**src/design/bpcc_pkg.sv**
```systemverilog
// ----------------------------------------------------------------------------
// Button chord classifier package
// Shared widths, register indexes, report and key codes, and the key lookup.
// ----------------------------------------------------------------------------
`default_nettype none

package bpcc_pkg;

  // Width of the press and chord hold counters (8 to 32).
  localparam int unsigned COUNT_WIDTH = 16;
  // Width of every threshold register.
  localparam int unsigned TICK_W      = 16;
  // Width used when a counter is compared against a threshold.
  localparam int unsigned CMP_W       = (COUNT_WIDTH > TICK_W) ? COUNT_WIDTH : TICK_W;
  localparam int unsigned CFG_IDX_W   = 3;
  localparam int unsigned KEY_W       = 4;

  typedef logic [COUNT_WIDTH-1:0] count_t;
  typedef logic [TICK_W-1:0]      ticks_t;
  typedef logic [CFG_IDX_W-1:0]   cfg_idx_t;
  typedef logic [KEY_W-1:0]       key_t;

  // Register indexes of the configuration port.
  localparam cfg_idx_t CfgShortTicks     = 3'd0;
  localparam cfg_idx_t CfgLongTicks      = 3'd1;
  localparam cfg_idx_t CfgFuncStartTicks = 3'd2;
  localparam cfg_idx_t CfgFuncHomeTicks  = 3'd3;
  localparam cfg_idx_t CfgStartHomeTicks = 3'd4;

  // Key codes.
  localparam key_t KeyNone      = 4'd0;
  localparam key_t KeyFuncShort = 4'd1;
  localparam key_t KeyStrtShort = 4'd2;
  localparam key_t KeyHomeShort = 4'd3;
  localparam key_t KeyStrtLong  = 4'd4;
  localparam key_t KeyFuncLong  = 4'd5;
  localparam key_t KeyHomeLong  = 4'd6;
  localparam key_t KeyFuncStart = 4'd7;
  localparam key_t KeyFuncHome  = 4'd8;
  localparam key_t KeyStartHome = 4'd9;

  // Per-button report for one sample.
  typedef enum logic [1:0] {
    RepNone  = 2'd0,
    RepShort = 2'd1,
    RepLong  = 2'd2
  } rep_e;

  // What a button slice tells the chord logic about one sample.
  typedef struct packed {
    logic held_next;
    rep_e rep;
  } btn_status_t;

  function automatic count_t sat_inc(input count_t v);
    count_t r;
    r = (v == {COUNT_WIDTH{1'b1}}) ? v : v + count_t'(1);
    return r;
  endfunction

  // Pick the key code from the three reports; chord table in chord mode.
  function automatic key_t key_lookup(input logic chord, input rep_e rf,
                                      input rep_e rs, input rep_e rh);
    key_t k;
    k = KeyNone;
    if (!chord) begin
      if      (rf == RepShort && rs == RepNone  && rh == RepNone)  k = KeyFuncShort;
      else if (rf == RepNone  && rs == RepShort && rh == RepNone)  k = KeyStrtShort;
      else if (rf == RepNone  && rs == RepNone  && rh == RepShort) k = KeyHomeShort;
      else if (rf == RepNone  && rs == RepLong  && rh == RepNone)  k = KeyStrtLong;
      else if (rf == RepLong  && rs == RepNone  && rh == RepNone)  k = KeyFuncLong;
      else if (rf == RepNone  && rs == RepNone  && rh == RepLong)  k = KeyHomeLong;
    end else begin
      if      (rf == RepLong && rs == RepLong && rh == RepNone) k = KeyFuncStart;
      else if (rf == RepLong && rs == RepNone && rh == RepLong) k = KeyFuncHome;
      else if (rf == RepNone && rs == RepLong && rh == RepLong) k = KeyStartHome;
    end
    return k;
  endfunction

endpackage

`default_nettype wire

```
**src/design/bpcc_button.sv**
```systemverilog
// ----------------------------------------------------------------------------
// Button chord classifier: one button slice
// Held flag, hold counter and short/long/lock flags of a single button.
// ----------------------------------------------------------------------------
`default_nettype none

module bpcc_button (
  input  wire logic                 clk_i,
  input  wire logic                 rst_ni,
  input  wire logic                 step_i,
  input  wire logic                 pressed_i,
  input  wire logic                 clear_i,
  input  wire bpcc_pkg::ticks_t     short_ticks_i,
  input  wire bpcc_pkg::ticks_t     long_ticks_i,
  output bpcc_pkg::btn_status_t     status_o
);
  import bpcc_pkg::*;

  logic   held_q, held_d;
  count_t cnt_q, cnt_d;
  logic   short_q, short_d;
  logic   long_q, long_d;
  logic   lock_q, lock_d;
  rep_e   rep;

  always_comb begin
    held_d  = 1'b0;
    cnt_d   = '0;
    short_d = 1'b0;
    long_d  = 1'b0;
    lock_d  = 1'b0;
    rep     = RepNone;
    if (pressed_i) begin
      held_d  = 1'b1;
      cnt_d   = held_q ? sat_inc(cnt_q) : '0;
      short_d = short_q | (CMP_W'(cnt_d) > CMP_W'(short_ticks_i));
      long_d  = long_q;
      lock_d  = lock_q;
      if ((CMP_W'(cnt_d) > CMP_W'(long_ticks_i)) && !lock_q) begin
        long_d = 1'b1;
        lock_d = 1'b1;
        rep    = RepLong;
      end
    end else if (short_q && !long_q) begin
      rep = RepShort;
    end
  end

  assign status_o.held_next = held_d;
  assign status_o.rep       = rep;

  // Clear the whole slice when the chord logic drops back to single mode.
  always_ff @(posedge clk_i or negedge rst_ni) begin
    if (!rst_ni) begin
      held_q  <= 1'b0;
      cnt_q   <= '0;
      short_q <= 1'b0;
      long_q  <= 1'b0;
      lock_q  <= 1'b0;
    end else if (step_i) begin
      held_q  <= held_d  & ~clear_i;
      cnt_q   <= clear_i ? '0 : cnt_d;
      short_q <= short_d & ~clear_i;
      long_q  <= long_d  & ~clear_i;
      lock_q  <= lock_d  & ~clear_i;
    end
  end

endmodule

`default_nettype wire

```
**src/design/button_press_chord_classifier_top.sv**
```systemverilog
// ----------------------------------------------------------------------------
// Button press and chord classifier, top level
// Short, long and two-button chord presses of func, start and home buttons.
// ----------------------------------------------------------------------------
// One sample of the three button levels is taken per accepted word, and every
// sample gives exactly one result word: a key code and the chord mode flag.
// The block takes a sample in every clock cycle unless a stalled result holds
// it off; the result appears in the cycle after the sample is accepted. All
// state updates are one pass of logic from the button state registers to the
// result register; its valid flag lets the next sample in as a waiting result is read,
// so a stalled output only blocks input once that register is full and not read.
// Thresholds are counted in samples and can be rewritten through the
// configuration port (always ready) while no sample is in flight; writes to
// an index beyond the five registers are dropped.
`default_nettype none

module button_press_chord_classifier_top (
  input  wire logic                 clk_i,
  input  wire logic                 rst_ni,
  // sample channel
  input  wire logic                 in_valid_i,
  output logic                      in_ready_o,
  input  wire logic                 func_button_i,
  input  wire logic                 start_button_i,
  input  wire logic                 home_button_i,
  // result channel
  output logic                      out_valid_o,
  input  wire logic                 out_ready_i,
  output bpcc_pkg::key_t            key_code_o,
  output logic                      multi_mode_o,
  // configuration write channel
  input  wire logic                 cfg_valid_i,
  output logic                      cfg_ready_o,
  input  wire bpcc_pkg::cfg_idx_t   cfg_index_i,
  input  wire bpcc_pkg::ticks_t     cfg_data_i
);
  import bpcc_pkg::*;

  // Threshold registers.
  ticks_t short_ticks_q, long_ticks_q;
  ticks_t fs_ticks_q, fh_ticks_q, sh_ticks_q;

  // Chord state.
  logic       chord_q, chord_d;
  logic [2:0] pattern_q, pattern_d;
  count_t     combo_cnt_q, combo_cnt_d;
  logic       combo_lock_q, combo_lock_d;

  // Result register.
  logic out_valid_q;
  key_t key_q, key_d;
  logic mode_q;

  logic accept;
  logic clear_all;

  btn_status_t st_func, st_start, st_home;

  // Accept a new sample whenever the result register is empty or drains now.
  assign in_ready_o  = !out_valid_q || out_ready_i;
  assign accept      = in_valid_i && in_ready_o;
  assign cfg_ready_o = 1'b1;

  // --------------------------------------------------------------------------
  // Button slices
  // --------------------------------------------------------------------------
  bpcc_button u_func (
    .clk_i         (clk_i),
    .rst_ni        (rst_ni),
    .step_i        (accept),
    .pressed_i     (func_button_i),
    .clear_i       (clear_all),
    .short_ticks_i (short_ticks_q),
    .long_ticks_i  (long_ticks_q),
    .status_o      (st_func)
  );

  bpcc_button u_start (
    .clk_i         (clk_i),
    .rst_ni        (rst_ni),
    .step_i        (accept),
    .pressed_i     (start_button_i),
    .clear_i       (clear_all),
    .short_ticks_i (short_ticks_q),
    .long_ticks_i  (long_ticks_q),
    .status_o      (st_start)
  );

  bpcc_button u_home (
    .clk_i         (clk_i),
    .rst_ni        (rst_ni),
    .step_i        (accept),
    .pressed_i     (home_button_i),
    .clear_i       (clear_all),
    .short_ticks_i (short_ticks_q),
    .long_ticks_i  (long_ticks_q),
    .status_o      (st_home)
  );

  // --------------------------------------------------------------------------
  // Chord mode and key selection
  // --------------------------------------------------------------------------
  logic       hf, hs, hh;
  logic [1:0] held_n;
  count_t     elapsed;
  logic       fire_fs, fire_fh, fire_sh;
  rep_e       rf, rs, rh;

  assign hf      = st_func.held_next;
  assign hs      = st_start.held_next;
  assign hh      = st_home.held_next;
  assign held_n  = 2'(hf) + 2'(hs) + 2'(hh);
  assign elapsed = sat_inc(combo_cnt_q);

  // Leaving chord mode: fewer than two buttons still down.
  assign clear_all = chord_q && (held_n <= 2'd1);

  // Only the first chord that reaches its threshold fires; it takes the lock.
  assign fire_fs = pattern_q[0] && !combo_lock_q &&
                   (CMP_W'(elapsed) >= CMP_W'(fs_ticks_q));
  assign fire_fh = pattern_q[1] && !combo_lock_q && !fire_fs &&
                   (CMP_W'(elapsed) >= CMP_W'(fh_ticks_q));
  assign fire_sh = pattern_q[2] && !combo_lock_q && !fire_fs && !fire_fh &&
                   (CMP_W'(elapsed) >= CMP_W'(sh_ticks_q));

  always_comb begin
    chord_d      = chord_q;
    pattern_d    = pattern_q;
    combo_cnt_d  = combo_cnt_q;
    combo_lock_d = combo_lock_q;
    rf           = st_func.rep;
    rs           = st_start.rep;
    rh           = st_home.rep;
    if (!chord_q) begin
      // Enter chord mode on exactly two held buttons; merge into old bits.
      if (held_n == 2'd2) begin
        pattern_d    = pattern_q | {hs & hh, hf & hh, hf & hs};
        combo_cnt_d  = '0;
        combo_lock_d = 1'b0;
        chord_d      = 1'b1;
      end
    end else if (clear_all) begin
      rf      = RepNone;
      rs      = RepNone;
      rh      = RepNone;
      chord_d = 1'b0;
    end else begin
      combo_cnt_d = elapsed;
      if (fire_fs || fire_fh || fire_sh) begin
        combo_cnt_d  = '0;
        combo_lock_d = 1'b1;
        rf           = fire_sh ? RepNone : RepLong;
        rs           = fire_fh ? RepNone : RepLong;
        rh           = fire_fs ? RepNone : RepLong;
      end
    end
    key_d = key_lookup(chord_d, rf, rs, rh);
    // A chord code consumes the pending chord bits and restarts the timer.
    if (chord_d && (key_d != KeyNone)) begin
      combo_cnt_d = '0;
      pattern_d   = '0;
    end
  end

  // --------------------------------------------------------------------------
  // Registers
  // --------------------------------------------------------------------------
  always_ff @(posedge clk_i or negedge rst_ni) begin
    if (!rst_ni) begin
      short_ticks_q <= ticks_t'(30);
      long_ticks_q  <= ticks_t'(3000);
      fs_ticks_q    <= ticks_t'(3000);
      fh_ticks_q    <= ticks_t'(5000);
      sh_ticks_q    <= ticks_t'(3000);
    end else if (cfg_valid_i && cfg_ready_o) begin
      case (cfg_index_i)
        CfgShortTicks:     short_ticks_q <= cfg_data_i;
        CfgLongTicks:      long_ticks_q  <= cfg_data_i;
        CfgFuncStartTicks: fs_ticks_q    <= cfg_data_i;
        CfgFuncHomeTicks:  fh_ticks_q    <= cfg_data_i;
        CfgStartHomeTicks: sh_ticks_q    <= cfg_data_i;
        default: ;  // drop writes beyond the register list
      endcase
    end
  end

  always_ff @(posedge clk_i or negedge rst_ni) begin
    if (!rst_ni) begin
      chord_q      <= 1'b0;
      pattern_q    <= '0;
      combo_cnt_q  <= '0;
      combo_lock_q <= 1'b0;
      out_valid_q  <= 1'b0;
    end else begin
      if (accept) begin
        chord_q      <= chord_d;
        pattern_q    <= pattern_d;
        combo_cnt_q  <= combo_cnt_d;
        combo_lock_q <= combo_lock_d;
        out_valid_q  <= 1'b1;
      end else if (out_ready_i) begin
        out_valid_q  <= 1'b0;
      end
    end
  end

  // Hold the result payload until a new sample replaces it.
  always_ff @(posedge clk_i) begin
    if (accept) begin
      key_q  <= key_d;
      mode_q <= chord_d;
    end
  end

  assign out_valid_o  = out_valid_q;
  assign key_code_o   = key_q;
  assign multi_mode_o = mode_q;

  // --------------------------------------------------------------------------
  // Assertions
  // --------------------------------------------------------------------------
  // Chord mode is only kept while at least two buttons are held.
  a_chord_needs_two : assert property (@(posedge clk_i) disable iff (!rst_ni)
    chord_q |-> ($countones({u_func.held_q, u_start.held_q, u_home.held_q}) >= 2))
    else $error("chord mode with fewer than two held buttons");

  // Chord codes are only reported in chord mode.
  a_chord_code_mode : assert property (@(posedge clk_i) disable iff (!rst_ni)
    (out_valid_q && (key_q == KeyFuncStart || key_q == KeyFuncHome ||
                     key_q == KeyStartHome)) |-> mode_q)
    else $error("chord key code outside chord mode");

  // Single-button codes are only reported in single mode.
  a_single_code_mode : assert property (@(posedge clk_i) disable iff (!rst_ni)
    (out_valid_q && key_q != KeyNone && key_q != KeyFuncStart &&
     key_q != KeyFuncHome && key_q != KeyStartHome) |-> !mode_q)
    else $error("single key code in chord mode");

  // An accepted sample always leaves a result in the output register.
  a_accept_result : assert property (@(posedge clk_i) disable iff (!rst_ni)
    accept |=> out_valid_q)
    else $error("accepted sample produced no result");

endmodule

`default_nettype wire
```
**config.mk**
```make
export PLATFORM = sky130hd
export DESIGN_NAME = button_press_chord_classifier_top
export DESIGN_NICKNAME = d
export VERILOG_FILES = /design/src/design/bpcc_pkg.sv /design/src/design/bpcc_button.sv /design/src/design/button_press_chord_classifier_top.sv
export SDC_FILE = /design/constraint.sdc
export NUM_CORES = 1
export LEC_CHECK = 0
export ABC_AREA = 0
export BUFFER_PORTS_ARGS = -buffer_cell sky130_fd_sc_hd__buf_2
export CAP_MARGIN = 25
export CORE_MARGIN = 2
export CORE_UTILIZATION = 55
export DETAILED_ROUTE_END_ITERATION = 6
export GPL_TIMING_DRIVEN = 0
export MAX_ROUTING_LAYER = met4
export PLACE_DENSITY = 0.68
export REMOVE_ABC_BUFFERS = 1
export SLEW_MARGIN = 25
export SYNTH_ARGS = -nofsm -noshare
export SYNTH_HDL_FRONTEND = slang
export SYNTH_SLANG_ARGS = --single-unit
```
**constraint.sdc**
```tcl
create_clock -name clk_i -period 6.1 [get_ports clk_i]
set_clock_uncertainty 0.2 [all_clocks]
set_input_delay 0.915 -clock clk_i [delete_from_list [all_inputs] [get_ports clk_i]]
set_output_delay 0.915 -clock clk_i [all_outputs]
set_load 0.01 [all_outputs]
```
==> impl_results.md <==
- Core area: about 21000 um^2
- # diodes: 0
- Post-synthesis instance total: 1287
- Routed WL per cell: 19.4 um
- Clock Power Share: between 30% and 40%
- Largest net degree at the start of global routing: 70
- Reg power frac: roughly 41%
- CP Class: reg2reg
- Most frequent cells in the layout: ha_1, dfrtp_1, nand2_1
- Placed Instances: ~1600
- Num rows: 53
- Power Total: 3.27 mW
- Area of the die: about 22000 um^2
- Static Leak: just over 6 nW
- Cell Area, Synth: ~12000 um^2
- CTS Sinks: between 150 and 200
- Port-buffer cells: 33
- Gr ovfl total: 0
- Status: finished clean
- H-tree depth: 4
- Final nets: about 1500
- RSZ-0062 raised after global routing: false
- Period utilisation layout: a little over nine tenths
- Seq/Total Area, Yosys: a little over a third
- Final Max Tran Viols: 0
- Pre-Repair DR Iteration Count: 5
- Number of I/O pins: 35
- Initial antenna violation count: 0
- CTS tree: built
- DPL Wire Length: ~23 mm
- Yosys warns: 0
- Psw: 1.10 mW
- Combinational Power Share: a little under a quarter
- Vias in the first global route: 9359
- Tmin final: between 5 and 6 ns
- FILL cells: around 1800
- Rel. slew slack: around a third
- Worst-Skew Late Latency: 0.45 ns
- Initial core utilization: 55.9%
- Asr flop ratio synth: between 90 and 100%
- Setup tns final: 0 ns
- Post-place setup slack: -0.0205 ns
- RePlAce Congestion: 0.988
- Flops & latches, synth: roughly 170
- Via density: 6.04
- Post-synth top area share: between 20 and 30%
- Fin worst setup slack: 0.337 ns
- Clk root buf: clkbuf_16
- CP Cell Sequence: nand2_1, nor2_1, nand4_1, or3_1, nand2b_1, inv_1, nand2_1, xnor2_1, ha_1, a21oi_1, o21ai_1, a22o_4, o21ai_2, nand3_2, a31o_1, a21oi_1, a22oi_4, inv_2, nor3_4, buf_12, a221o_1
- Final instance area: around 13000 um^2
- Worst r2r src: combo_cnt_q[3]$_DFFE_PN0P_
- WP data required: 6.22 ns
- CP startpoint kind: flop
- Total track usage: 29.7%
- Chip height: 150 um
- Power per cell area: around 250 nW/um^2
- Final non-filler cell total: 1597
- Main synth FF type: dfrtp_1
- Worst-Margin Slew: about 0.98 ns
- Initial DRC count: around 660
- Synth unique cells: between 80 and 90
- Mapped Avg Cell Area: a little over 9 um^2
- Reg clk slew, reported paths: approximately 0.070 ns
- Die width: between 100 and 150 um
- Share of cells above drive strength 1: 12.3%
- EDFF count, synth: 5
- Max Freq: 0.174 GHz
- Commonest non-fill, non-tap cell in the layout: ha_1
- Crit Path Max Fanout: 13
- DRC viols: 0
- Synth area leader: dfrtp_1
- Critical Path Max Stage Delay: roughly 0.5 ns
- Worst R2R End: combo_cnt_q[6]$_DFFE_PN0P_
- Detailed Route WL: roughly 30 mm
- Int Power: between 2 and 2.5 mW
- Max VDD drop: ~0.17 mV
- Slowest-stage cell, CP: or3_1
- Clk buf depth: 2
- First-pass GRT wire length: 49.9 mm
- Setup violations, final: 0
- Dpl cell area: 12200 um^2
- Max_cap viols: 0
- Syn-to-layout area delta: 10.0%
- CP arrival: roughly 5.9 ns
- Crit path buf inv count: 3
- Path category of the worst min-delay check: in2async
- Fin. Hold Viols: 0
- Cts bufs inserted: 17
- Largest cells by area after synthesis: dfrtp_1, ha_1, dfstp_2
- Setup crit end kind: flop
- Detail Route Antenna Nets: 0
- Worst reg2reg path depth: 21
- DR vias: around 9600
- Cell family with most CP delay: compound AO/OA/AOI/OAI gates
- Sw frac: roughly a third
- Worst reg2reg setup slack: around 0.34 ns
-- worst max-delay path by stage --
stage                                 start                         end  slack (ns)  cells past startpoint
2_1_floorplan  u_start.cnt_q[3]$_DFFE_PN0P_  combo_cnt_q[0]$_DFFE_PN0P_        1.22                     21
5_1_grt          combo_cnt_q[4]$_DFFE_PN0P_  combo_cnt_q[6]$_DFFE_PN0P_       0.004                     21
3_5_place_dp   u_start.cnt_q[3]$_DFFE_PN0P_  combo_cnt_q[7]$_DFFE_PN0P_       -0.02                     21
4_1_cts        u_start.cnt_q[3]$_DFFE_PN0P_  combo_cnt_q[6]$_DFFE_PN0P_        0.21                     21
3_3_place_gp   u_start.cnt_q[3]$_DFFE_PN0P_  combo_cnt_q[6]$_DFFE_PN0P_        0.09                     21
6_report         combo_cnt_q[3]$_DFFE_PN0P_  combo_cnt_q[6]$_DFFE_PN0P_        0.34                     21
-- routing by layer --
metal	global-route usage [%]	share of wire [%]	vias to the layer above
li1	-	-	4734
met1	38.0	45	4672
met2	49.4	49	188
met3	3.08	2.6	46
met4	10.5	2.8	0
met5	-	0	-
-- synthesized netlist by cell type, types with 4 or more instances --
library cell	count
mux2_2	20
a211oi_1	5
nor2_1	97
xor2_1	19
dfstp_2	30
mux2i_1	6
nand4_1	37
xnor2_1	20
or3_1	8
a221o_1	10
dfrtp_1	132
nor3_1	23
o22ai_1	4
clkbuf_1	36
and4_1	6
and3_1	14
nand2b_1	12
a31oi_1	13
a21oi_1	65
a311o_1	4
o21a_1	15
nand2_1	129
a21o_1	16
o21ai_1	6
a22o_1	48
o21ai_0	105
edfxtp_1	5
nand3_1	51
nor2b_1	12
inv_1	103
ha_1	149
-- kinds of logic (layout without fill, tap and decap cells) --
family                     count (synthesis)  count (layout)  share of synthesized area, %
adders and majority gates                150             150                          16.1
AOI/OAI and AO/OA                        340             340                          20.0
xor gates and xnor gates                  39              39                          2.92
DFF                                      167             167                          36.2
buffers and inverters                    146             181                          4.88
muxes                                     26              26                          2.44
other                                      1               1                        0.0320
and+or+nand+nor                          418             418                          17.4
-- sequential cells by signal, summed over array words and instances (netlist names), 3 cells and up --
register       flops
fs_ticks_q        16
pattern_q          3
fh_ticks_q        16
u_start.cnt_q     16
long_ticks_q      16
sh_ticks_q        16
key_code_o         4
u_func.cnt_q      16
combo_cnt_q       16
u_home.cnt_q      16
short_ticks_q     16
-- what timing repair did --
item | CTS | global route
endpoints found under the setup margin | 12 | 15
setup buffers | 0 | 1
pin swaps | 0 | 1
resized for setup | 1 | 2
endpoints found under the hold margin | 0 | 0
hold buffers | 0 | 0
-- power groups by stage --
stage                     Clock, mW  Sequential, mW  Combinational [mW]
final                          1.17            1.35               0.746
after global routing           1.23            1.37               0.845
after CTS                      1.18            1.35               0.743
after detailed placement          0            1.37               0.736
after global placement            0            1.37               0.700
after floorplan                   0            1.35               0.488
-- final cells by class --
| class | count | area [um^2] | share of cell area (%) |
|---|---|---|---|
| inverters | 105 | 395 | 3.07 |
| multi-input cells | 974 | 6970 | 54.1 |
| repair buffers | 44 | 307 | 2.38 |
| well taps | 275 | 344 | 2.67 |
| clock buffers | 17 | 425 | 3.30 |
| clock inverters | 15 | 201 | 1.56 |
| flip-flops and latches | 167 | 4240 | 32.9 |
-- per-stage QoR --
step	hold slack [ns]	util [%]
after global placement	0.271	57.5
after detailed placement	0.279	58.3
after CTS	0.170	61.3
final	0.158	61.5
after floorplan	0.242	-
after global routing	0.184	61.5
Note: power is estimated with default switching activity, not from simulation.
